### config.mk
export PLATFORM = sky130hd
export DESIGN_NAME = im2col_address_generator_flat
export DESIGN_NICKNAME = d
export VERILOG_FILES = /design/src/sv/im2col_pkg.sv /design/src/sv/im2col_if.sv /design/src/sv/im2col_address_generator.sv /design/src/sv/im2col_csr.sv /design/src/sv/im2col_ctrl.sv /design/src/sv/im2col_dp.sv /design/src/flat_wrapper.sv
export SDC_FILE = /design/constraint.sdc
export NUM_CORES = 2
export LEC_CHECK = 0
export BUFFER_PORTS_ARGS = -buffer_cell sky130_fd_sc_hd__buf_2
export CAP_MARGIN = 10
export CORE_UTILIZATION = 58
export CTS_CLUSTER_DIAMETER = 200
export CTS_CLUSTER_SIZE = 20
export DETAILED_ROUTE_END_ITERATION = 7
export PLACE_DENSITY_LB_ADDON = 0.1
export SLEW_MARGIN = 20
export SYNTH_ARGS = -nofsm -noshare
export SYNTH_HDL_FRONTEND = slang
export SYNTH_SLANG_ARGS = --single-unit
export TNS_END_PERCENT = 10
### constraint.sdc
create_clock -name clock -period 5.6 [get_ports clock]
set_input_delay 0.56 -clock clock [delete_from_list [all_inputs] [get_ports clock]]
set_output_delay 0.56 -clock clock [all_outputs]
set_load 0.01 [all_outputs]
### src/sv/im2col_pkg.sv
package im2col_pkg;

   // default sizing of the counters
   localparam int MAX_DIM_DEFAULT    = 1024;
   localparam int MAX_KERNEL_DEFAULT = 255;

   // field widths
   localparam int ADDR_W     = 32;
   localparam int DIM_REG_W  = 11;
   localparam int PACK_W     = 16;
   localparam int BYTE_W     = 8;
   localparam int CSR_DATA_W = 32;
   localparam int CSR_ADDR_W = 5;
   localparam int REG_IDX_W  = 3;

   // register indexes
   localparam logic [REG_IDX_W-1:0] REG_IN_WIDTH    = 3'd0;
   localparam logic [REG_IDX_W-1:0] REG_IN_HEIGHT   = 3'd1;
   localparam logic [REG_IDX_W-1:0] REG_CHANNELS    = 3'd2;
   localparam logic [REG_IDX_W-1:0] REG_OUT_WIDTH   = 3'd3;
   localparam logic [REG_IDX_W-1:0] REG_OUT_HEIGHT  = 3'd4;
   localparam logic [REG_IDX_W-1:0] REG_KERNEL_DIMS = 3'd5;
   localparam logic [REG_IDX_W-1:0] REG_PADDING     = 3'd6;
   localparam logic [REG_IDX_W-1:0] REG_STRIDE      = 3'd7;

   // reset values
   localparam logic [DIM_REG_W-1:0] DIM_RESET    = 11'd1;
   localparam logic [PACK_W-1:0]    KERNEL_RESET = 16'h0101;
   localparam logic [PACK_W-1:0]    PAD_RESET    = 16'h0000;
   localparam logic [PACK_W-1:0]    STRIDE_RESET = 16'h0101;

   // configuration as seen by the datapath
   typedef struct packed {
      logic [DIM_REG_W-1:0] in_width;
      logic [DIM_REG_W-1:0] in_height;
      logic [DIM_REG_W-1:0] channels;
      logic [DIM_REG_W-1:0] out_width;
      logic [DIM_REG_W-1:0] out_height;
      logic [PACK_W-1:0]    kernel_dims;
      logic [PACK_W-1:0]    padding;
      logic [PACK_W-1:0]    stride;
   } cfg_type;

   // controller to datapath
   typedef struct packed {
      logic take;
      logic mul1;
      logic mul2;
      logic mul3;
      logic load;
   } dp_cmd_type;

   // datapath to controller
   typedef struct packed {
      logic out_free;
   } dp_sts_type;

endpackage

### src/sv/im2col_if.sv
interface im2col_req_if import im2col_pkg::*; ();
   logic              valid;
   logic              ready;
   logic              restart;
   logic [ADDR_W-1:0] image_base;

   modport source (output valid, output restart, output image_base, input ready);
   modport sink (input valid, input restart, input image_base, output ready);
endinterface

interface im2col_rsp_if import im2col_pkg::*; ();
   logic              valid;
   logic              ready;
   logic [ADDR_W-1:0] element_address;
   logic              is_pad;
   logic              is_last;

   modport source (output valid, output element_address, output is_pad, output is_last,
                   input ready);
   modport sink (input valid, input element_address, input is_pad, input is_last,
                 output ready);
endinterface

### src/sv/im2col_address_generator.sv
// im2col address generator: each accepted request word yields one response word holding
// the source address of the next element of the im2col matrix (order: output row, output
// column, channel, kernel row, kernel column), or a pad flag with address zero when the
// tap falls outside the image; is_last marks the final element, after which the counters
// wrap, and restart begins the sequence again. A request passes through four registered
// steps (position times stride alongside channel times height, padding removal and row
// index, row index times width, then the address sum into the output register), and no
// new request is taken until the last step has loaded the previous one. A finished
// response waits in the output register while the next request is being worked on; the
// last step waits as long as that register is still held. Geometry is to be written over
// the APB port only while the block is idle, which the block itself does not enforce;
// registers sit at byte offsets 4*i.
module im2col_address_generator import im2col_pkg::*; #(
   parameter int MAX_DIM    = MAX_DIM_DEFAULT,
   parameter int MAX_KERNEL = MAX_KERNEL_DEFAULT
) (
   input  logic                  clock,
   input  logic                  reset,
   im2col_req_if.sink            req_if,
   im2col_rsp_if.source          rsp_if,
   input  logic                  csr_psel,
   input  logic                  csr_penable,
   input  logic                  csr_pwrite,
   input  logic [CSR_ADDR_W-1:0] csr_paddr,
   input  logic [CSR_DATA_W-1:0] csr_pwdata,
   output logic [CSR_DATA_W-1:0] csr_prdata,
   output logic                  csr_pready
);

   cfg_type    cfg;
   dp_cmd_type cmd;
   dp_sts_type sts;
   logic       req_ready;

   assign req_if.ready = req_ready;

   // configuration registers
   im2col_csr u_csr (
      .clock       (clock),
      .reset       (reset),
      .csr_psel    (csr_psel),
      .csr_penable (csr_penable),
      .csr_pwrite  (csr_pwrite),
      .csr_paddr   (csr_paddr),
      .csr_pwdata  (csr_pwdata),
      .csr_prdata  (csr_prdata),
      .csr_pready  (csr_pready),
      .cfg         (cfg)
   );

   // sequencer
   im2col_ctrl u_ctrl (
      .clock     (clock),
      .reset     (reset),
      .req_valid (req_if.valid),
      .req_ready (req_ready),
      .sts       (sts),
      .cmd       (cmd)
   );

   // counters and address arithmetic
   im2col_dp #(
      .MAX_DIM    (MAX_DIM),
      .MAX_KERNEL (MAX_KERNEL)
   ) u_dp (
      .clock               (clock),
      .reset               (reset),
      .cfg                 (cfg),
      .cmd                 (cmd),
      .sts                 (sts),
      .req_restart         (req_if.restart),
      .req_image_base      (req_if.image_base),
      .rsp_valid           (rsp_if.valid),
      .rsp_ready           (rsp_if.ready),
      .rsp_element_address (rsp_if.element_address),
      .rsp_is_pad          (rsp_if.is_pad),
      .rsp_is_last         (rsp_if.is_last)
   );

endmodule

### src/sv/im2col_csr.sv
module im2col_csr import im2col_pkg::*; (
   input  logic                  clock,
   input  logic                  reset,
   input  logic                  csr_psel,
   input  logic                  csr_penable,
   input  logic                  csr_pwrite,
   input  logic [CSR_ADDR_W-1:0] csr_paddr,
   input  logic [CSR_DATA_W-1:0] csr_pwdata,
   output logic [CSR_DATA_W-1:0] csr_prdata,
   output logic                  csr_pready,
   output cfg_type               cfg
);

   cfg_type               cfg_ff, cfg_in;
   logic [REG_IDX_W-1:0]  reg_idx;
   logic                  wr_en;

   assign reg_idx    = csr_paddr[CSR_ADDR_W-1:2];
   assign wr_en      = csr_psel & csr_penable & csr_pwrite;
   assign csr_pready = 1'b1;
   assign cfg        = cfg_ff;

   // register write decode
   always_comb begin
      cfg_in = cfg_ff;
      if (wr_en) begin
         case (reg_idx)
            REG_IN_WIDTH:    cfg_in.in_width    = csr_pwdata[DIM_REG_W-1:0];
            REG_IN_HEIGHT:   cfg_in.in_height   = csr_pwdata[DIM_REG_W-1:0];
            REG_CHANNELS:    cfg_in.channels    = csr_pwdata[DIM_REG_W-1:0];
            REG_OUT_WIDTH:   cfg_in.out_width   = csr_pwdata[DIM_REG_W-1:0];
            REG_OUT_HEIGHT:  cfg_in.out_height  = csr_pwdata[DIM_REG_W-1:0];
            REG_KERNEL_DIMS: cfg_in.kernel_dims = csr_pwdata[PACK_W-1:0];
            REG_PADDING:     cfg_in.padding     = csr_pwdata[PACK_W-1:0];
            REG_STRIDE:      cfg_in.stride      = csr_pwdata[PACK_W-1:0];
            default:         cfg_in = cfg_ff;
         endcase
      end
   end

   always_ff @(posedge clock) begin
      if (reset) begin
         cfg_ff.in_width    <= DIM_RESET;
         cfg_ff.in_height   <= DIM_RESET;
         cfg_ff.channels    <= DIM_RESET;
         cfg_ff.out_width   <= DIM_RESET;
         cfg_ff.out_height  <= DIM_RESET;
         cfg_ff.kernel_dims <= KERNEL_RESET;
         cfg_ff.padding     <= PAD_RESET;
         cfg_ff.stride      <= STRIDE_RESET;
      end else begin
         cfg_ff <= cfg_in;
      end
   end

   // register read mux
   always_comb begin
      case (reg_idx)
         REG_IN_WIDTH:    csr_prdata = CSR_DATA_W'(cfg_ff.in_width);
         REG_IN_HEIGHT:   csr_prdata = CSR_DATA_W'(cfg_ff.in_height);
         REG_CHANNELS:    csr_prdata = CSR_DATA_W'(cfg_ff.channels);
         REG_OUT_WIDTH:   csr_prdata = CSR_DATA_W'(cfg_ff.out_width);
         REG_OUT_HEIGHT:  csr_prdata = CSR_DATA_W'(cfg_ff.out_height);
         REG_KERNEL_DIMS: csr_prdata = CSR_DATA_W'(cfg_ff.kernel_dims);
         REG_PADDING:     csr_prdata = CSR_DATA_W'(cfg_ff.padding);
         REG_STRIDE:      csr_prdata = CSR_DATA_W'(cfg_ff.stride);
         default:         csr_prdata = '0;
      endcase
   end

endmodule

### src/sv/im2col_ctrl.sv
module im2col_ctrl import im2col_pkg::*; (
   input  logic       clock,
   input  logic       reset,
   input  logic       req_valid,
   output logic       req_ready,
   input  dp_sts_type sts,
   output dp_cmd_type cmd
);

   localparam logic [2:0] S_IDLE = 3'd0;
   localparam logic [2:0] S_MUL1 = 3'd1;
   localparam logic [2:0] S_MUL2 = 3'd2;
   localparam logic [2:0] S_MUL3 = 3'd3;
   localparam logic [2:0] S_SUM  = 3'd4;

   logic [2:0] state_ff, state_in;

   assign req_ready = (state_ff == S_IDLE);

   // step through the address chain, wait in the last step for the output register
   always_comb begin
      state_in = state_ff;
      cmd      = '0;
      case (state_ff)
         S_IDLE: begin
            if (req_valid) begin
               cmd.take = 1'b1;
               state_in = S_MUL1;
            end
         end
         S_MUL1: begin
            cmd.mul1 = 1'b1;
            state_in = S_MUL2;
         end
         S_MUL2: begin
            cmd.mul2 = 1'b1;
            state_in = S_MUL3;
         end
         S_MUL3: begin
            cmd.mul3 = 1'b1;
            state_in = S_SUM;
         end
         S_SUM: begin
            if (sts.out_free) begin
               cmd.load = 1'b1;
               state_in = S_IDLE;
            end
         end
         default: state_in = S_IDLE;
      endcase
   end

   always_ff @(posedge clock) begin
      if (reset) begin
         state_ff <= S_IDLE;
      end else begin
         state_ff <= state_in;
      end
   end

endmodule

### src/sv/im2col_dp.sv
module im2col_dp import im2col_pkg::*; #(
   parameter int MAX_DIM    = MAX_DIM_DEFAULT,
   parameter int MAX_KERNEL = MAX_KERNEL_DEFAULT
) (
   input  logic              clock,
   input  logic              reset,
   input  cfg_type           cfg,
   input  dp_cmd_type        cmd,
   output dp_sts_type        sts,
   input  logic              req_restart,
   input  logic [ADDR_W-1:0] req_image_base,
   output logic              rsp_valid,
   input  logic              rsp_ready,
   output logic [ADDR_W-1:0] rsp_element_address,
   output logic              rsp_is_pad,
   output logic              rsp_is_last
);

   localparam int CNT_W  = $clog2(MAX_DIM);
   localparam int LIM_W  = $clog2(MAX_DIM + 1);
   localparam int KCNT_W = $clog2(MAX_KERNEL);
   localparam int KLIM_W = $clog2(MAX_KERNEL + 1);
   localparam int POS_W  = CNT_W + BYTE_W + 1;
   localparam int CH_W   = CNT_W + LIM_W;
   localparam int RI_W   = ((CH_W > POS_W) ? CH_W : POS_W) + 1;
   localparam int PR_W   = RI_W + LIM_W;

   function automatic logic [LIM_W-1:0] clamp_dim(input logic [DIM_REG_W-1:0] v);
      logic [LIM_W-1:0] r;
      if (v == '0) begin
         r = LIM_W'(1);
      end else if (32'(v) > MAX_DIM) begin
         r = LIM_W'(MAX_DIM);
      end else begin
         r = LIM_W'(v);
      end
      return r;
   endfunction

   function automatic logic [KLIM_W-1:0] clamp_kernel(input logic [BYTE_W-1:0] v);
      logic [KLIM_W-1:0] r;
      if (v == '0) begin
         r = KLIM_W'(1);
      end else if (32'(v) > MAX_KERNEL) begin
         r = KLIM_W'(MAX_KERNEL);
      end else begin
         r = KLIM_W'(v);
      end
      return r;
   endfunction

   // effective geometry
   logic [LIM_W-1:0]  w_lim, h_lim, ch_lim, ow_lim, oh_lim;
   logic [KLIM_W-1:0] kw_lim, kh_lim;
   logic [BYTE_W-1:0] pad_v, pad_h, stride_y, stride_x;

   assign w_lim    = clamp_dim(cfg.in_width);
   assign h_lim    = clamp_dim(cfg.in_height);
   assign ch_lim   = clamp_dim(cfg.channels);
   assign ow_lim   = clamp_dim(cfg.out_width);
   assign oh_lim   = clamp_dim(cfg.out_height);
   assign kh_lim   = clamp_kernel(cfg.kernel_dims[PACK_W-1:BYTE_W]);
   assign kw_lim   = clamp_kernel(cfg.kernel_dims[BYTE_W-1:0]);
   assign pad_v    = cfg.padding[PACK_W-1:BYTE_W];
   assign pad_h    = cfg.padding[BYTE_W-1:0];
   assign stride_y = cfg.stride[PACK_W-1:BYTE_W];
   assign stride_x = cfg.stride[BYTE_W-1:0];

   // position counters
   logic [CNT_W-1:0]  orow_ff, orow_in, ocol_ff, ocol_in, chan_ff, chan_in;
   logic [KCNT_W-1:0] krow_ff, krow_in, kcol_ff, kcol_in;
   logic              wrap_kc, wrap_kr, wrap_ch, wrap_oc, wrap_or;

   assign wrap_kc = (KLIM_W + 1)'(kcol_ff) + (KLIM_W + 1)'(1) >= (KLIM_W + 1)'(kw_lim);
   assign wrap_kr = (KLIM_W + 1)'(krow_ff) + (KLIM_W + 1)'(1) >= (KLIM_W + 1)'(kh_lim);
   assign wrap_ch = (LIM_W + 1)'(chan_ff) + (LIM_W + 1)'(1) >= (LIM_W + 1)'(ch_lim);
   assign wrap_oc = (LIM_W + 1)'(ocol_ff) + (LIM_W + 1)'(1) >= (LIM_W + 1)'(ow_lim);
   assign wrap_or = (LIM_W + 1)'(orow_ff) + (LIM_W + 1)'(1) >= (LIM_W + 1)'(oh_lim);

   // restart clears on take, the nest advances as the first step reads it
   always_comb begin
      orow_in = orow_ff;
      ocol_in = ocol_ff;
      chan_in = chan_ff;
      krow_in = krow_ff;
      kcol_in = kcol_ff;
      if (cmd.take && req_restart) begin
         orow_in = '0;
         ocol_in = '0;
         chan_in = '0;
         krow_in = '0;
         kcol_in = '0;
      end else if (cmd.mul1) begin
         kcol_in = wrap_kc ? '0 : kcol_ff + KCNT_W'(1);
         if (wrap_kc) begin
            krow_in = wrap_kr ? '0 : krow_ff + KCNT_W'(1);
            if (wrap_kr) begin
               chan_in = wrap_ch ? '0 : chan_ff + CNT_W'(1);
               if (wrap_ch) begin
                  ocol_in = wrap_oc ? '0 : ocol_ff + CNT_W'(1);
                  if (wrap_oc) begin
                     orow_in = wrap_or ? '0 : orow_ff + CNT_W'(1);
                  end
               end
            end
         end
      end
   end

   always_ff @(posedge clock) begin
      if (reset) begin
         orow_ff <= '0;
         ocol_ff <= '0;
         chan_ff <= '0;
         krow_ff <= '0;
         kcol_ff <= '0;
      end else begin
         orow_ff <= orow_in;
         ocol_ff <= ocol_in;
         chan_ff <= chan_in;
         krow_ff <= krow_in;
         kcol_ff <= kcol_in;
      end
   end

   // input word capture
   logic [ADDR_W-1:0] base_ff;

   always_ff @(posedge clock) begin
      if (cmd.take) begin
         base_ff <= req_image_base;
      end
   end

   // step one: strided positions and channel plane offset
   logic [POS_W-1:0] pos_y_ff, pos_x_ff;
   logic [CH_W-1:0]  ch_h_ff;
   logic             last_ff;

   always_ff @(posedge clock) begin
      if (cmd.mul1) begin
         pos_y_ff <= POS_W'(orow_ff) * POS_W'(stride_y) + POS_W'(krow_ff);
         pos_x_ff <= POS_W'(ocol_ff) * POS_W'(stride_x) + POS_W'(kcol_ff);
         ch_h_ff  <= CH_W'(chan_ff) * CH_W'(h_lim);
         last_ff  <= wrap_kc & wrap_kr & wrap_ch & wrap_oc & wrap_or;
      end
   end

   // step two: remove padding, bounds check, row index
   logic [POS_W-1:0] y_val, x_val, x_ff;
   logic [RI_W-1:0]  row_ff;
   logic             pad_y, pad_x, pad2_ff, last2_ff;

   assign y_val = pos_y_ff - POS_W'(pad_v);
   assign x_val = pos_x_ff - POS_W'(pad_h);
   assign pad_y = (pos_y_ff < POS_W'(pad_v)) || (y_val >= POS_W'(h_lim));
   assign pad_x = (pos_x_ff < POS_W'(pad_h)) || (x_val >= POS_W'(w_lim));

   always_ff @(posedge clock) begin
      if (cmd.mul2) begin
         row_ff   <= RI_W'(ch_h_ff) + RI_W'(y_val);
         x_ff     <= x_val;
         pad2_ff  <= pad_y | pad_x;
         last2_ff <= last_ff;
      end
   end

   // step three: row index times width
   logic [PR_W-1:0]   prod_full;
   logic [ADDR_W-1:0] prod_ff;
   logic [POS_W-1:0]  x3_ff;
   logic              pad3_ff, last3_ff;

   assign prod_full = PR_W'(row_ff) * PR_W'(w_lim);

   always_ff @(posedge clock) begin
      if (cmd.mul3) begin
         prod_ff  <= ADDR_W'(prod_full);
         x3_ff    <= x_ff;
         pad3_ff  <= pad2_ff;
         last3_ff <= last2_ff;
      end
   end

   // final sum into the output register
   logic              rsp_valid_ff, rsp_valid_in;
   logic [ADDR_W-1:0] addr_ff;
   logic              is_pad_ff, is_last_ff;

   assign rsp_valid_in = cmd.load | (rsp_valid_ff & ~rsp_ready);
   assign sts.out_free = ~rsp_valid_ff | rsp_ready;

   always_ff @(posedge clock) begin
      if (reset) begin
         rsp_valid_ff <= 1'b0;
      end else begin
         rsp_valid_ff <= rsp_valid_in;
      end
   end

   always_ff @(posedge clock) begin
      if (cmd.load) begin
         addr_ff    <= pad3_ff ? '0 : prod_ff + ADDR_W'(x3_ff) + base_ff;
         is_pad_ff  <= pad3_ff;
         is_last_ff <= last3_ff;
      end
   end

   assign rsp_valid           = rsp_valid_ff;
   assign rsp_element_address = addr_ff;
   assign rsp_is_pad          = is_pad_ff;
   assign rsp_is_last         = is_last_ff;

endmodule

### src/flat_wrapper.sv
// flat-port wrapper written by rule: the top's interface ports become plain ports
module im2col_address_generator_flat import im2col_pkg::*;
#(
   parameter int MAX_DIM    = MAX_DIM_DEFAULT,
   parameter int MAX_KERNEL = MAX_KERNEL_DEFAULT
)
  (clock, reset, csr_psel, csr_penable, csr_pwrite, csr_paddr, csr_pwdata, csr_prdata, csr_pready, req_if_valid, req_if_restart, req_if_image_base, req_if_ready, rsp_if_valid, rsp_if_element_address, rsp_if_is_pad, rsp_if_is_last, rsp_if_ready);
  im2col_req_if req_if_i ();
  im2col_rsp_if rsp_if_i ();
  input  logic clock;
  input  logic reset;
  input  logic csr_psel;
  input  logic csr_penable;
  input  logic csr_pwrite;
  input  logic [CSR_ADDR_W-1:0] csr_paddr;
  input  logic [CSR_DATA_W-1:0] csr_pwdata;
  output logic [CSR_DATA_W-1:0] csr_prdata;
  output logic csr_pready;
  input wire logic [$bits(req_if_i.valid)-1:0] req_if_valid;
  input wire logic [$bits(req_if_i.restart)-1:0] req_if_restart;
  input wire logic [$bits(req_if_i.image_base)-1:0] req_if_image_base;
  output wire logic [$bits(req_if_i.ready)-1:0] req_if_ready;
  output wire logic [$bits(rsp_if_i.valid)-1:0] rsp_if_valid;
  output wire logic [$bits(rsp_if_i.element_address)-1:0] rsp_if_element_address;
  output wire logic [$bits(rsp_if_i.is_pad)-1:0] rsp_if_is_pad;
  output wire logic [$bits(rsp_if_i.is_last)-1:0] rsp_if_is_last;
  input wire logic [$bits(rsp_if_i.ready)-1:0] rsp_if_ready;
  assign req_if_i.valid = req_if_valid;
  assign req_if_i.restart = req_if_restart;
  assign req_if_i.image_base = req_if_image_base;
  assign req_if_ready = req_if_i.ready;
  assign rsp_if_valid = rsp_if_i.valid;
  assign rsp_if_element_address = rsp_if_i.element_address;
  assign rsp_if_is_pad = rsp_if_i.is_pad;
  assign rsp_if_is_last = rsp_if_i.is_last;
  assign rsp_if_i.ready = rsp_if_ready;
  im2col_address_generator #(.MAX_DIM(MAX_DIM), .MAX_KERNEL(MAX_KERNEL)) u_core (.clock(clock), .reset(reset), .req_if(req_if_i), .rsp_if(rsp_if_i), .csr_psel(csr_psel), .csr_penable(csr_penable), .csr_pwrite(csr_pwrite), .csr_paddr(csr_paddr), .csr_pwdata(csr_pwdata), .csr_prdata(csr_prdata), .csr_pready(csr_pready));
endmodule
==> run summary <==
Once layout is done, the placed cells without fillers occupy 0.0407 mm^2. The congestion estimate from routability-driven global placement came to 0.939. The worst hold slack after final layout came out at 0.132 ns. The worst-path maximum fanout is 5, and the count of unique library cells instantiated by Yosys is 88.

The number of global-route vias before repair was 27,900; the part of the cycle the worst path needs was 102%. In this run the static leakage power is 0.0186 uW. The worst setup margin came out at -0.121 ns.

Across the routed clock network, the largest skew measured is 0.0389 ns. Final instance count without filler cells: 5,043. For the sum of overflow across all layers after global routing, the log shows 0. Setup repair after global routing could not meet its margin everywhere.

Combined global-route utilization of all metal layers: 28.0%. The count of buffers added on input and output ports is 110. The run gives 93 as the pin count of the biggest net entering global routing. Post-layout net count: 5,000. The total power consumption of the routed design was 6190 uW; the ratio of cells with drive above 1 in the final layout was 11.3%. The logs give 3 for the maximum number of buffers from clock root to sink and 0.0372 mm^2 for the synthesized cell area. The library cells used most frequently in the layout, excluding fill and tap cells, are 548 x sky130_fd_sc_hd__nand2_1, 534 x sky130_fd_sc_hd__inv_1, 380 x sky130_fd_sc_hd__fa_1.

The site row count was 92. The clock net in this run drives a total of 375 sinks. The boundary pin count was 146; the clock-pin slew reported for the worst setup and hold paths after clock tree synthesis was 0.10 ns.

The core region is 0.0632 mm^2. CTS placed an instance of sky130_fd_sc_hd__clkbuf_16 at the clock tree root. The floorplan step set the die height to 255 um. The placed instances occupy a cell area of 0.0397 mm^2. The average instance in the mapped netlist occupies 9.28 um^2.

The run finished, with violations left. Starting utilization of the core area: 58.8%. For the hold violation count in the final report, the log shows 0. The clock reaches the later pin of the worst-skew pair after 0.59 ns.

The total of endpoints with negative setup slack in the final report is 5. Global routing consumed, on the met1 layer, 35.9% of the routing resources. The logs give 71,800 um for the placed wire-length estimate and 5.94 ns for the critical path required time. The run gives 213 uV as the maximum ir drop on the vdd rail.

After detailed routing, the number of vias per cell comes to 5.47. Most common cell after layout, fill and taps aside: sky130_fd_sc_hd__nand2_1. The logs give 4,007 for the count of mapped cells out of synthesis and 0.175 GHz for the top achievable clock speed. The share of synthesized registers carrying an async set or reset was 0%. Most used routing layer in global routing: met2. For this design the ratio of total power to cell area is 152 mW/mm^2. The endpoint type of the worst setup path is a flop. Once detail routing completed, the nets flagged for antenna violations numbered 0. The checks that failed: setup timing. The detailed router finished its first iteration with 1,733 violations. Data arrives at the worst endpoint at 6.06 ns.

In this run the worst hold path is classified as primary input to flop. The count of flip-flops with a built-in enable after synthesis is 222. The critical path is of the flop to flop type. The number of synthesis warnings came out at 0.

Summing over every cut layer, the via total after detailed routing is 27,600. The first global-routing pass estimated 144,000 um of wire. After detailed placement, the design holds a cell count of 4,980. The logs give 0 for the number of remaining DRC errors and 0 for the final number of max-transition violations. TritonCTS buffer count: 22.

The transition time at the pin with the least slew margin came out at 1.10 ns. For this run, global-route usage on met3 was measured as 4.09%. Max-capacitance violation count: 0. The logs give 88,600 um for the sum of routed wire length over all layers and 5 for the number of optimization iterations in the first detailed-route pass. The time the worst path needs with I/O delays and setup came out at 5.72 ns. From synthesis to final layout, the design area changed by 9.57%. After detailed routing, the average wire length per cell comes to 17.6 um.

The sort of element at the start of the critical path is a flop. The full die area came out at 0.0651 mm^2. TritonCTS built the clock tree. The depth of the CTS H-tree was 1. In this run, synthesis produced a sequential element count of 375. The tools report the met2 usage in global routing as 49.0%. The tools report the initial antenna violation count as 10. The share of the Yosys chip area taken by registers is 26.2%. Buffers inserted to repair hold after CTS numbered 0. The predominant post-synthesis flop cell is sky130_fd_sc_hd__edfxtp_1. In this run the tightest slew margin relative to its limit is 26.7%.

The die extent in x was 255 um; the worst setup timing slack at the placement stage was -0.436 ns.
-- path summary, 6_finish.rpt --
check / cells past startpoint / start / endpoint / slack, ns
worst max register to register: 22 / u_core.u_csr.cfg[87] / u_core.u_dp.ch_h_ff[20] / -0.12
worst max-delay path: 22 / u_core.u_csr.cfg[87] / u_core.u_dp.ch_h_ff[20] / -0.12
worst min register to register: 0 / u_core.u_dp.last_ff / u_core.u_dp.last2_ff / 0.40
worst min-delay path: 1 / req_if_image_base[21] / u_core.u_dp.base_ff[21] / 0.13
-- critical path, cell delays in order, from the launching register on --
cell and delay [ns]:
sky130_fd_sc_hd__dfxtp_2 0.34, sky130_fd_sc_hd__nor4_4 0.28, sky130_fd_sc_hd__a41oi_2 0.15, sky130_fd_sc_hd__nor2_2 0.18, sky130_fd_sc_hd__buf_12 0.14, sky130_fd_sc_hd__nand2_4 0.04, sky130_fd_sc_hd__fa_1 0.48, sky130_fd_sc_hd__fa_1 0.53
sky130_fd_sc_hd__inv_2 0.04, sky130_fd_sc_hd__fa_2 0.44, sky130_fd_sc_hd__fa_1 0.53, sky130_fd_sc_hd__inv_2 0.04, sky130_fd_sc_hd__fa_1 0.51, sky130_fd_sc_hd__inv_2 0.05, sky130_fd_sc_hd__ha_4 0.22, sky130_fd_sc_hd__and2_4 0.15
sky130_fd_sc_hd__a22oi_2 0.16, sky130_fd_sc_hd__o21ai_2 0.08, sky130_fd_sc_hd__o41a_1 0.39, sky130_fd_sc_hd__o41ai_4 0.29, sky130_fd_sc_hd__o2111ai_1 0.17, sky130_fd_sc_hd__a21oi_1 0.20, sky130_fd_sc_hd__xnor2_1 0.09
-- flip-flops by register name (all words and copies together) (netlist names), 3 cells and up --
register / cells
u_core.u_csr.cfg: 103
u_core.u_dp.prod_ff: 32
u_core.u_dp.krow_ff: 8
u_core.u_dp.ocol_ff: 10
u_core.u_dp.chan_ff: 10
u_core.u_dp.orow_ff: 10
u_core.u_dp.x_ff: 19
u_core.u_ctrl.state_ff: 3
u_core.u_dp.base_ff: 32
u_core.u_dp.x3_ff: 19
u_core.u_dp.pos_x_ff: 19
u_core.u_dp.rsp_element_address: 32
u_core.u_dp.ch_h_ff: 21
u_core.u_dp.pos_y_ff: 19
u_core.u_dp.kcol_ff: 8
u_core.u_dp.row_ff: 22
-- what timing repair did --
item	CTS	global route
hold endpoints to repair	0	0
gates resized for setup	44	25
setup endpoints to repair	13	19
gates cloned	1	0
pin swaps	39	13
setup buffers	16	0
-- routing by layer --
layer	wire length (um)	up-vias
met2	43300	699
li1	-	13400
met3	5320	139
met1	37500	13300
met4	2450	6
met5	30	-
-- synth_stat cells (20+ instances only) --
library cell               count  share of area [%]
sky130_fd_sc_hd__dfxtp_1     153                8.2
sky130_fd_sc_hd__a21o_1       70                1.4
sky130_fd_sc_hd__nor3_1       50               0.67
sky130_fd_sc_hd__nand2_1     551                5.6
sky130_fd_sc_hd__nand3_1      55               0.74
sky130_fd_sc_hd__a211oi_1     22               0.44
sky130_fd_sc_hd__inv_1       538                5.4
sky130_fd_sc_hd__and3_1       31               0.52
sky130_fd_sc_hd__nor2_1      211                2.1
sky130_fd_sc_hd__nand2b_1     24               0.40
sky130_fd_sc_hd__fa_1        383                 21
sky130_fd_sc_hd__xor2_1       60                1.4
sky130_fd_sc_hd__o21a_1       20               0.40
sky130_fd_sc_hd__edfxtp_1    222                 18
sky130_fd_sc_hd__ha_1        365                 12
sky130_fd_sc_hd__a21oi_1     209                2.8
sky130_fd_sc_hd__o21ai_0      73               0.98
sky130_fd_sc_hd__nor4_1       21               0.35
sky130_fd_sc_hd__nor2b_1      56               0.94
sky130_fd_sc_hd__and2_1      256                4.3
sky130_fd_sc_hd__xnor2_1     128                3.0
sky130_fd_sc_hd__mux2i_1      33               0.89
sky130_fd_sc_hd__clkbuf_1    167                1.7
-- cells by family after synthesis --
kind of cell	count (synthesis)	synth area share [%]
simple gates	1328	17.1
fa+ha+maj	748	32.9
buf+inv	745	7.74
compound gates	575	10.2
flops	375	26.2
xor+xnor	188	4.43
mux	46	1.43
other cells	2	0.0202
-- report_power, final --
part           internal [uW]  switching, uW  leakage [uW]
Clock                    769            963      0.000300
Combinational            526            776        0.0150
Sequential              3070           92.6       0.00330
-- per-stage QoR --
step / utilization (%) / setup TNS (ns)
floorplan: - / -0.789
global placement: 62.8 / -1.85
detailed placement: 62.8 / -2.65
CTS: 64.2 / -0.450
global route: 64.4 / -3.12
finish: 64.5 / -0.341
-- cell type report --
cell class / instances / area (um^2)
Clock inverter: 1 / 7.51
Inverter: 542 / 2030
Fill cell: 5342 / 22500
Tap cell: 846 / 1060
Clock buffer: 37 / 628
Antenna cell: 8 / 20.0
Sequential cell: 375 / 9740
Timing Repair Buffer: 332 / 2310
Multi-Input combinational cell: 2902 / 24900
(Power assumes the default switching activity.)
